==> config.mk <==
export PLATFORM = sky130hd
export DESIGN_NAME = positional_insert_remove_list
export DESIGN_NICKNAME = d
export VERILOG_FILES = /design/src/rtl/pil_pkg.sv /design/src/rtl/positional_insert_remove_list.sv /design/src/rtl/pil_cell.sv /design/src/rtl/pil_ctrl.sv
export SDC_FILE = /design/constraint.sdc
export NUM_CORES = 2
export LEC_CHECK = 0
export BUFFER_PORTS_ARGS = -buffer_cell sky130_fd_sc_hd__buf_2
export CAP_MARGIN = 20
export CELL_PAD_IN_SITES_DETAIL_PLACEMENT = 0
export CELL_PAD_IN_SITES_GLOBAL_PLACEMENT = 1
export CORE_MARGIN = 3
export CORE_UTILIZATION = 53
export CTS_CLUSTER_DIAMETER = 200
export CTS_CLUSTER_SIZE = 20
export DETAILED_ROUTE_END_ITERATION = 6
export PLACE_DENSITY = 0.95
export SETUP_SLACK_MARGIN = 0.4
export SYNTH_ARGS = -nofsm -noshare
export SYNTH_HDL_FRONTEND = slang
export SYNTH_SLANG_ARGS = --single-unit
==> constraint.sdc <==
create_clock -name clk -period 7.9 [get_ports clk]
set_clock_uncertainty 0.2 [all_clocks]
set_input_delay 0.395 -clock clk [delete_from_list [all_inputs] [get_ports clk]]
set_output_delay 0.395 -clock clk [all_outputs]
set_load 0.01 [all_outputs]
==> src/rtl/pil_pkg.sv <==
// Shared types and constants for the positional insert/remove list.
`timescale 1ns / 1ps

package pil_pkg;

  // Default storage geometry.
  localparam int DEPTH_DEF    = 16;
  localparam int KEY_BITS_DEF = 32;

  // Fixed field widths of the channel payloads.
  localparam int FUNC_W   = 3;
  localparam int KEY_W    = 32;
  localparam int POS_W    = 5;
  localparam int STATUS_W = 2;
  localparam int OCC_W    = 5;
  localparam int CAP_W    = 5;

  // Configuration register map.
  localparam int                 APB_ADDR_W = 3;
  localparam int                 APB_DATA_W = 32;
  localparam logic               REG_CAPACITY = 1'b0;
  localparam logic [CAP_W-1:0]   CAP_RESET  = 5'd16;

  // Operation codes.
  typedef enum logic [FUNC_W-1:0] {
    FN_INS_POS   = 3'd0,
    FN_INS_FRONT = 3'd1,
    FN_INS_END   = 3'd2,
    FN_REM_POS   = 3'd3,
    FN_REM_FRONT = 3'd4,
    FN_REM_END   = 3'd5
  } func_t;

  // Result status codes.
  typedef enum logic [STATUS_W-1:0] {
    ST_DONE   = 2'd0,
    ST_FULL   = 2'd1,
    ST_EMPTY  = 2'd2,
    ST_BADPOS = 2'd3
  } status_t;

  // Input beat.
  typedef struct packed {
    logic [FUNC_W-1:0]       func;
    logic signed [KEY_W-1:0] new_key;
    logic [POS_W-1:0]        position;
  } in_item_t;

  // Result beat.
  typedef struct packed {
    logic [STATUS_W-1:0]     status;
    logic signed [KEY_W-1:0] removed_key;
    logic [OCC_W-1:0]        occupancy;
  } out_item_t;

  // Decoded operation from the controller.
  typedef struct packed {
    logic ins_ok;
    logic rem_ok;
  } op_t;

  // Command broadcast along the cell chain.
  typedef struct packed {
    logic ins;
    logic rem;
  } cell_cmd_t;

endpackage

==> src/rtl/positional_insert_remove_list.sv <==
// Top level of the positional insert/remove list built as a chain of key cells.
//
//   Port group  Dir  Handshake          Beat
//   in_*        in   in_valid/in_stall  func, new_key, position
//   out_*       out  out_valid/out_stall status, removed_key, occupancy
//   APB         in   psel/penable/pready capacity register at byte address 0
//
// All cells shift in parallel, so the result is registered in the cycle after
// the input beat is taken, and a new beat is taken every cycle unless a held
// result is stalled by out_stall.
// Reset clears the fill count and sets capacity to 16; stored keys keep no reset.
// A held result stalls the input only while out_stall is high.
`timescale 1ns / 1ps

module positional_insert_remove_list #(
  parameter int DEPTH    = pil_pkg::DEPTH_DEF,
  parameter int KEY_BITS = pil_pkg::KEY_BITS_DEF
) (
  input  logic                               clk,
  input  logic                               rst_n,
  input  logic                               in_valid,
  output logic                               in_stall,
  input  pil_pkg::in_item_t                  in_item,
  output logic                               out_valid,
  input  logic                               out_stall,
  output pil_pkg::out_item_t                 out_item,
  input  logic                               psel,
  input  logic                               penable,
  input  logic                               pwrite,
  input  logic [pil_pkg::APB_ADDR_W-1:0]     paddr,
  input  logic [pil_pkg::APB_DATA_W-1:0]     pwdata,
  output logic [pil_pkg::APB_DATA_W-1:0]     prdata,
  output logic                               pready
);
  import pil_pkg::*;

  localparam int CNT_W = $clog2(DEPTH + 1);
  localparam int IDX_W = $clog2(DEPTH);

  logic [CNT_W-1:0]           fill_r;
  logic [CNT_W-1:0]           fill_nxt;
  logic [CAP_W-1:0]           cap_r;
  logic                       out_valid_r;
  out_item_t                  out_item_r;
  logic                       in_accept;
  op_t                        op;
  logic [STATUS_W-1:0]        status;
  logic [CNT_W-1:0]           pos_eff;
  cell_cmd_t                  cmd;
  logic signed [KEY_BITS-1:0] key_in;
  logic signed [KEY_BITS-1:0] cell_key [DEPTH];
  logic signed [KEY_BITS-1:0] sel_key;
  logic signed [KEY_W-1:0]    removed;
  logic                       cfg_wr;

  // Handshake.
  assign in_stall  = out_valid_r & out_stall;
  assign in_accept = in_valid & ~in_stall;
  assign out_valid = out_valid_r;
  assign out_item  = out_item_r;

  // Configuration port.
  assign pready = 1'b1;
  assign cfg_wr = psel & penable & pwrite & pready & (paddr[2] == REG_CAPACITY);
  assign prdata = (paddr[2] == REG_CAPACITY) ? APB_DATA_W'(cap_r) : '0;

  // Decode the beat against the current fill count.
  pil_ctrl #(
    .DEPTH (DEPTH),
    .CNT_W (CNT_W)
  ) u_ctrl (
    .func     (in_item.func),
    .position (in_item.position),
    .fill     (fill_r),
    .capacity (cap_r),
    .op       (op),
    .status   (status),
    .pos_eff  (pos_eff),
    .fill_nxt (fill_nxt)
  );

  // Command to the chain only for a taken beat that succeeds.
  assign cmd.ins = in_accept & op.ins_ok;
  assign cmd.rem = in_accept & op.rem_ok;
  assign key_in  = KEY_BITS'(in_item.new_key);

  // Chain of key cells; the ends see their own key.
  for (genvar g = 0; g < DEPTH; g++) begin : g_cell
    logic signed [KEY_BITS-1:0] lower_key;
    logic signed [KEY_BITS-1:0] upper_key;
    if (g == 0) begin : g_lo_end
      assign lower_key = cell_key[g];
    end else begin : g_lo
      assign lower_key = cell_key[g-1];
    end
    if (g == DEPTH - 1) begin : g_hi_end
      assign upper_key = cell_key[g];
    end else begin : g_hi
      assign upper_key = cell_key[g+1];
    end
    pil_cell #(
      .KEY_BITS (KEY_BITS),
      .CNT_W    (CNT_W),
      .IDX      (g)
    ) u_cell (
      .clk       (clk),
      .cmd       (cmd),
      .pos       (pos_eff),
      .new_key   (key_in),
      .lower_key (lower_key),
      .upper_key (upper_key),
      .key_r     (cell_key[g])
    );
  end

  // Key leaving on a remove; a valid remove target is always below DEPTH.
  assign sel_key = cell_key[pos_eff[IDX_W-1:0]];
  assign removed = op.rem_ok ? KEY_W'(sel_key) : '0;

  // Control state and configuration register.
  always_ff @(posedge clk) begin
    if (!rst_n) begin
      fill_r      <= '0;
      cap_r       <= CAP_RESET;
      out_valid_r <= 1'b0;
    end else begin
      if (in_accept) begin
        fill_r <= fill_nxt;
      end
      if (cfg_wr) begin
        cap_r <= pwdata[CAP_W-1:0];
      end
      if (in_accept) begin
        out_valid_r <= 1'b1;
      end else if (!out_stall) begin
        out_valid_r <= 1'b0;
      end
    end
  end

  // Result register.
  always_ff @(posedge clk) begin
    if (in_accept) begin
      out_item_r.status      <= status;
      out_item_r.removed_key <= removed;
      out_item_r.occupancy   <= OCC_W'(fill_nxt);
    end
  end

  // Fill count never exceeds the store.
  assert property (@(posedge clk) disable iff (!rst_n) fill_r <= CNT_W'(DEPTH))
    else $error("fill count above depth");

  // A successful insert grows the count by one.
  assert property (@(posedge clk) disable iff (!rst_n)
      cmd.ins |=> fill_r == CNT_W'($past(fill_r) + 1'b1))
    else $error("insert did not grow fill count");

  // A refused beat leaves the count alone.
  assert property (@(posedge clk) disable iff (!rst_n)
      in_accept && (status != ST_DONE) |=> $stable(fill_r))
    else $error("refused beat changed fill count");

  // Only a completed remove reports a key.
  assert property (@(posedge clk) disable iff (!rst_n)
      in_accept && !op.rem_ok |=> out_item_r.removed_key == '0)
    else $error("removed key without a remove");

endmodule

==> src/rtl/pil_cell.sv <==
// One storage cell of the list chain: holds one key and trades with its neighbors.
`timescale 1ns / 1ps

module pil_cell #(
  parameter int KEY_BITS = 32,
  parameter int CNT_W    = 5,
  parameter int IDX      = 0
) (
  input  logic                       clk,
  input  pil_pkg::cell_cmd_t         cmd,
  input  logic [CNT_W-1:0]           pos,
  input  logic signed [KEY_BITS-1:0] new_key,
  input  logic signed [KEY_BITS-1:0] lower_key,
  input  logic signed [KEY_BITS-1:0] upper_key,
  output logic signed [KEY_BITS-1:0] key_r
);
  import pil_pkg::*;

  localparam logic [CNT_W-1:0] MY_IDX = CNT_W'(IDX);

  logic signed [KEY_BITS-1:0] key_nxt;

  // Insert: the target cell loads the key, cells above it take the lower neighbor.
  // Remove: the target cell and those above it take the upper neighbor.
  always_comb begin
    key_nxt = key_r;
    if (cmd.ins) begin
      if (MY_IDX == pos) begin
        key_nxt = new_key;
      end else if (MY_IDX > pos) begin
        key_nxt = lower_key;
      end
    end else if (cmd.rem) begin
      if (MY_IDX >= pos) begin
        key_nxt = upper_key;
      end
    end
  end

  // Key storage has no reset; entries at or above the fill count are never read.
  always_ff @(posedge clk) begin
    key_r <= key_nxt;
  end

endmodule

==> src/rtl/pil_ctrl.sv <==
// Operation decode for the list: checks fullness, emptiness and position range.
`timescale 1ns / 1ps

module pil_ctrl #(
  parameter int DEPTH = 16,
  parameter int CNT_W = 5
) (
  input  logic [pil_pkg::FUNC_W-1:0]   func,
  input  logic [pil_pkg::POS_W-1:0]    position,
  input  logic [CNT_W-1:0]             fill,
  input  logic [pil_pkg::CAP_W-1:0]    capacity,
  output pil_pkg::op_t                 op,
  output logic [pil_pkg::STATUS_W-1:0] status,
  output logic [CNT_W-1:0]             pos_eff,
  output logic [CNT_W-1:0]             fill_nxt
);
  import pil_pkg::*;

  // Compare width covers both the fill count and the 5-bit fields.
  localparam int CMP_W = (CNT_W > POS_W) ? CNT_W : POS_W;

  logic [CMP_W-1:0] fill_w;
  logic [CMP_W-1:0] cap_w;
  logic [CMP_W-1:0] pos_w;
  logic [CMP_W-1:0] depth_w;
  logic             is_full;
  logic             is_empty;

  assign fill_w   = CMP_W'(fill);
  assign cap_w    = CMP_W'(capacity);
  assign pos_w    = CMP_W'(position);
  assign depth_w  = CMP_W'(DEPTH);
  assign is_full  = (fill_w >= cap_w) || (fill_w >= depth_w);
  assign is_empty = (fill == '0);

  // Resolve the target index and the outcome of the operation.
  always_comb begin
    op      = '0;
    status  = ST_DONE;
    pos_eff = '0;
    case (func)
      FN_INS_POS, FN_INS_FRONT, FN_INS_END: begin
        if (is_full) begin
          status = ST_FULL;
        end else if (func == FN_INS_END) begin
          pos_eff   = fill;
          op.ins_ok = 1'b1;
        end else if (func == FN_INS_FRONT) begin
          op.ins_ok = 1'b1;
        end else if (pos_w > fill_w) begin
          status = ST_BADPOS;
        end else begin
          pos_eff   = CNT_W'(position);
          op.ins_ok = 1'b1;
        end
      end
      FN_REM_POS, FN_REM_FRONT, FN_REM_END: begin
        if (is_empty) begin
          status = ST_EMPTY;
        end else if (func == FN_REM_END) begin
          pos_eff   = fill - 1'b1;
          op.rem_ok = 1'b1;
        end else if (func == FN_REM_FRONT) begin
          op.rem_ok = 1'b1;
        end else if (pos_w >= fill_w) begin
          status = ST_BADPOS;
        end else begin
          pos_eff   = CNT_W'(position);
          op.rem_ok = 1'b1;
        end
      end
      default: begin
        // Unused codes change nothing and report done.
        status = ST_DONE;
      end
    endcase
  end

  // Count after the operation.
  always_comb begin
    fill_nxt = fill;
    if (op.ins_ok) begin
      fill_nxt = fill + 1'b1;
    end else if (op.rem_ok) begin
      fill_nxt = fill - 1'b1;
    end
  end

endmodule

==> metrics.md <==
| Metric | Value |
|---|---|
| # setup viols final | `0` |
| CP bufs+invs | `2` |
| Largest net degree at the start of global routing | `around 270` |
| Post-synth top area cell | `edfxtp_1` |
| Max Cap Viol | `0` |
| Initial Util | `54.1%` |
| WL/cell | `roughly 27 microns` |
| Area of placed instances | `between 0.03 and 0.04 sq mm` |
| Simple-gate share of the synthesized area | `~17%` |
| Synth Area in Compound Gates | `between 15 and 20%` |
| Finished Cell Area | `0.0337 sq mm` |
| GRT Residual Overflow | `0` |
| Hold endpoint | `g_cell[15].u_cell.key_r[10]$_DFFE_PP_` |
| Register share of total power | `53.9%` |
| Synthesized cell area | `around 0.032 sq mm` |
| Crit-path slowest cell | `nor2_4` |
| Core box area | `0.0584 sq mm` |
| Critical Path RT | `7.95 ns` |
| Post-synthesis sequential area ratio | `53.1%` |
| Port Buffer Count | `between 90 and 100` |
| Clock tree root buffer cell | `clkbuf_16` |
| Logic pwr share | `18.4%` |
| Total GRT Usage | `a little under a third` |
| P_leak | `11.8 nW` |
| Main combinational cell family by area after synthesis | `compound AO/OA/AOI/OAI gates` |
| Post-synth EDFFs | `551` |
| Share of the synthesized area in the top cell type | `52.4%` |
| PwrDens | `~200 mW/mm^2` |
| Synthesized instance count | `3203` |
| Crit path depth | `10` |
| Yosys reg bits | `562` |
| Worst Path Max Fanout | `20` |
| Placed cell count | `3803` |
| DRT Pass-1 Iters | `7` |
| XOR/XNOR Fraction of Synth Area | `0.194%` |
| Internal power | `about 4.8 mW` |
| Dpl hpwl | `58600 microns` |
| Synth top area cells | `edfxtp_1 (52%), o211ai_1 (11%), nand2_1 (8.5%), nand3_1 (7.2%), mux2i_1 (4.2%)` |
| Vias in the first global route | `26000` |
| Residual DRC count | `0` |
| Pre-CTS WS | `2.44 ns` |
| RSZ-0062 raised after global routing | `no` |
| DIE WIDTH | `250 microns` |
| Psw | `1.99 mW` |
| Hold_sp | `in_item[15]` |
| Hold slack final | `0.0315 ns` |
| Async SR Flop Fraction | `0%` |
| Measured slew at the worst slew-check pin | `1.44 ns` |
| Gpl congestion | `0.889` |
| Critical Path, Cell by Cell | `inv_1, ha_1, nand2b_1, a31oi_1, o21ai_1, nor4_1, a21oi_1, nand3_1, nor2_4, buf_4` |
| Clk sinks | `562` |
| Slew margin rel. | `3.86%` |
| Setup CP Type | `flop to flop` |
| I/O pin count | `156` |
| First-pass GRT wire length | `156000 microns` |
| Pwr Total | `6.75 mW` |
| Die footprint | `0.0625 sq mm` |
| Worst min path class | `input port to flop` |
| Status | `finished, final reports clean` |
| Mapped Avg Cell Area | `9.86 sq um` |
| Initial antenna violation count | `3` |
| Nets | `between 3000 and 4000` |
| Netlist cell types | `between 50 and 60` |
| Setup Fix Bufs, Post-CTS | `0` |
| Htree depth | `2` |
| Worst flop-to-flop path endpoint | `g_cell[0].u_cell.key_r[13]$_DFFE_PP_` |
| Hold Fails Final Rpt | `0` |
| Critical Path Sink Type | `flop` |
| Synth warn | `0` |
| Clk pwr share | `27.7%` |
| Num CTS Buffers | `34` |
| WP data arrival | `around 5.7 ns` |
| Minimum clock period | `5.64 ns` |
| Peak VDD IR | `0.000144 V` |
| Final Util | `57.7%` |
| Fin crit share | `between 70% and 80%` |
| Worst path max stage delay | `roughly 1.1 ns` |
| Final ANT Viol Nets | `0` |
| RR Startpoint | `fill_r[0]$_SDFFE_PN0P_` |
| Synth Area in Adders | `0.515%` |
| TritonCTS clock tree | `yes` |
| Share of cells above drive strength 1 | `8.79%` |
| Total negative setup slack | `0 ns` |
| CP delay by family, top | `simple AND/OR/NAND/NOR gates` |
| PnR worst setup slack | `2.26 ns` |
| Clock latency on the worst-skew pair | `0.58 ns` |
| Clk buf depth | `3` |
| Mux cell area share after synthesis | `roughly 5.4%` |
| Post-Route WL | `103000 microns` |
| R2R depth | `10` |
| Setup crit start kind | `flop` |
| Hold path cells | `2` |
| Sw Ratio | `between 20 and 30%` |
| Synthesis-to-finish area growth | `6.72%` |
| Maximum operating frequency | `177 MHz` |
| Fin. max-slew vios | `0` |
| Drt first-iter violations | `4350` |
| Row count | `88` |
| Die height | `250 microns` |
| Cell Count, Final, Fillers Out | `3884` |
| Primary FF master, synth | `edfxtp_1` |
| Via/cell ratio | `7.02` |
| Clock slew at reported path FFs | `0.09 ns` |
| DR vias | `27300` |
| Setup slack, reg-to-reg | `2.26 ns` |
## routing by layer
metal | routed length [microns] | GRT usage, %
met1 | 37500 | 43.0
met2 | 46000 | 49.5
met3 | 14200 | 7.03
met4 | 5600 | 14.8
met5 | 24 | 0
## cell usage in the layout (no fill, tap or decap), types with 11 or more instances in the layout
| cell type | synthesis | routed |
|---|---|---|
| buf_2 | 90 | 98 |
| ha_1 | 13 | 13 |
| edfxtp_1 | 551 | 551 |
| nand3_1 | 452 | 452 |
| nand2_1 | 711 | 694 |
| mux2_2 | 25 | 25 |
| conb_1 | 2 | 28 |
| nand2_2 | 3 | 17 |
| o221ai_1 | 62 | 62 |
| buf_4 | 41 | 52 |
| dfxtp_1 | 11 | 11 |
| mux2i_1 | 133 | 133 |
| a21oi_1 | 209 | 202 |
| inv_1 | 16 | 14 |
| nor2_1 | 34 | 28 |
| dlygate4sd3_1 | 0 | 34 |
| clkbuf_16 | 0 | 37 |
| a22oi_1 | 63 | 63 |
| o211ai_1 | 448 | 448 |
| nor3_1 | 33 | 33 |
## timing repair
| item | CTS | global route |
|---|---|---|
| hold endpoints to repair | 33 | 0 |
| hold buffers | 34 | 0 |
| resized for setup | 0 | 0 |
## cells in the mapped netlist (all sizes together) (9+ instances only)
master	number
o21ai	9
and3	9
nor2	36
dfxtp	11
nand3	452
ha	13
mux2	32
nor3	34
nand2	714
buf	155
o211ai	448
o221ai	62
inv	16
clkbuf	192
edfxtp	551
a21oi	210
mux2i	133
a22oi	63
## cells by family (layout without fill, tap and decap cells)
group	count (synthesis)	in the layout
buf+inv	363	252
fa+ha+maj	13	13
flops	562	562
simple gates	1268	1268
mux	165	165
compound gates	823	823
xor+xnor	7	7
other cells	2	29
## sequential cells by signal, summed over array words and instances (netlist names)
register             flops
out_valid                1
fill_r                   5
out_item                39
cap_r                    5
g_cell.u_cell.key_r    512
## power by group through the flow
stage | Sequential, mW | Combinational, mW | Clock (mW)
3_3_place_gp | 3.69 | 1.15 | 0
5_1_grt | 3.66 | 1.33 | 1.97
2_1_floorplan | 3.68 | 0.798 | 0
3_5_place_dp | 3.70 | 1.19 | 0
4_1_cts | 3.63 | 1.21 | 1.87
6_report | 3.64 | 1.24 | 1.87
## how the worst max path moves through the flow
stage,from,slack [ns],end
after floorplan,fill_r[2]$_SDFFE_PN0P_,2.87,g_cell[10].u_cell.key_r[0]$_DFFE_PP_
after detailed placement,fill_r[0]$_SDFFE_PN0P_,2.44,g_cell[11].u_cell.key_r[30]$_DFFE_PP_
after global routing,fill_r[1]$_SDFFE_PN0P_,2.11,g_cell[0].u_cell.key_r[13]$_DFFE_PP_
after global placement,fill_r[0]$_SDFFE_PN0P_,2.52,g_cell[11].u_cell.key_r[22]$_DFFE_PP_
after CTS,fill_r[0]$_SDFFE_PN0P_,2.42,g_cell[11].u_cell.key_r[22]$_DFFE_PP_
final,fill_r[0]$_SDFFE_PN0P_,2.26,g_cell[0].u_cell.key_r[13]$_DFFE_PP_
## layout make-up
class / count / area, sq um
Fill cell: 4868 / 24700
Sequential cell: 562 / 16800
Multi-Input combinational cell: 2304 / 13500
Timing Repair Buffer: 192 / 1390
Tap cell: 765 / 957
Clock buffer: 43 / 948
Inverter: 16 / 60.1
Clock inverter: 1 / 20.0
Antenna cell: 1 / 2.50
No activity file was read; power rests on OpenSTA's default activity.
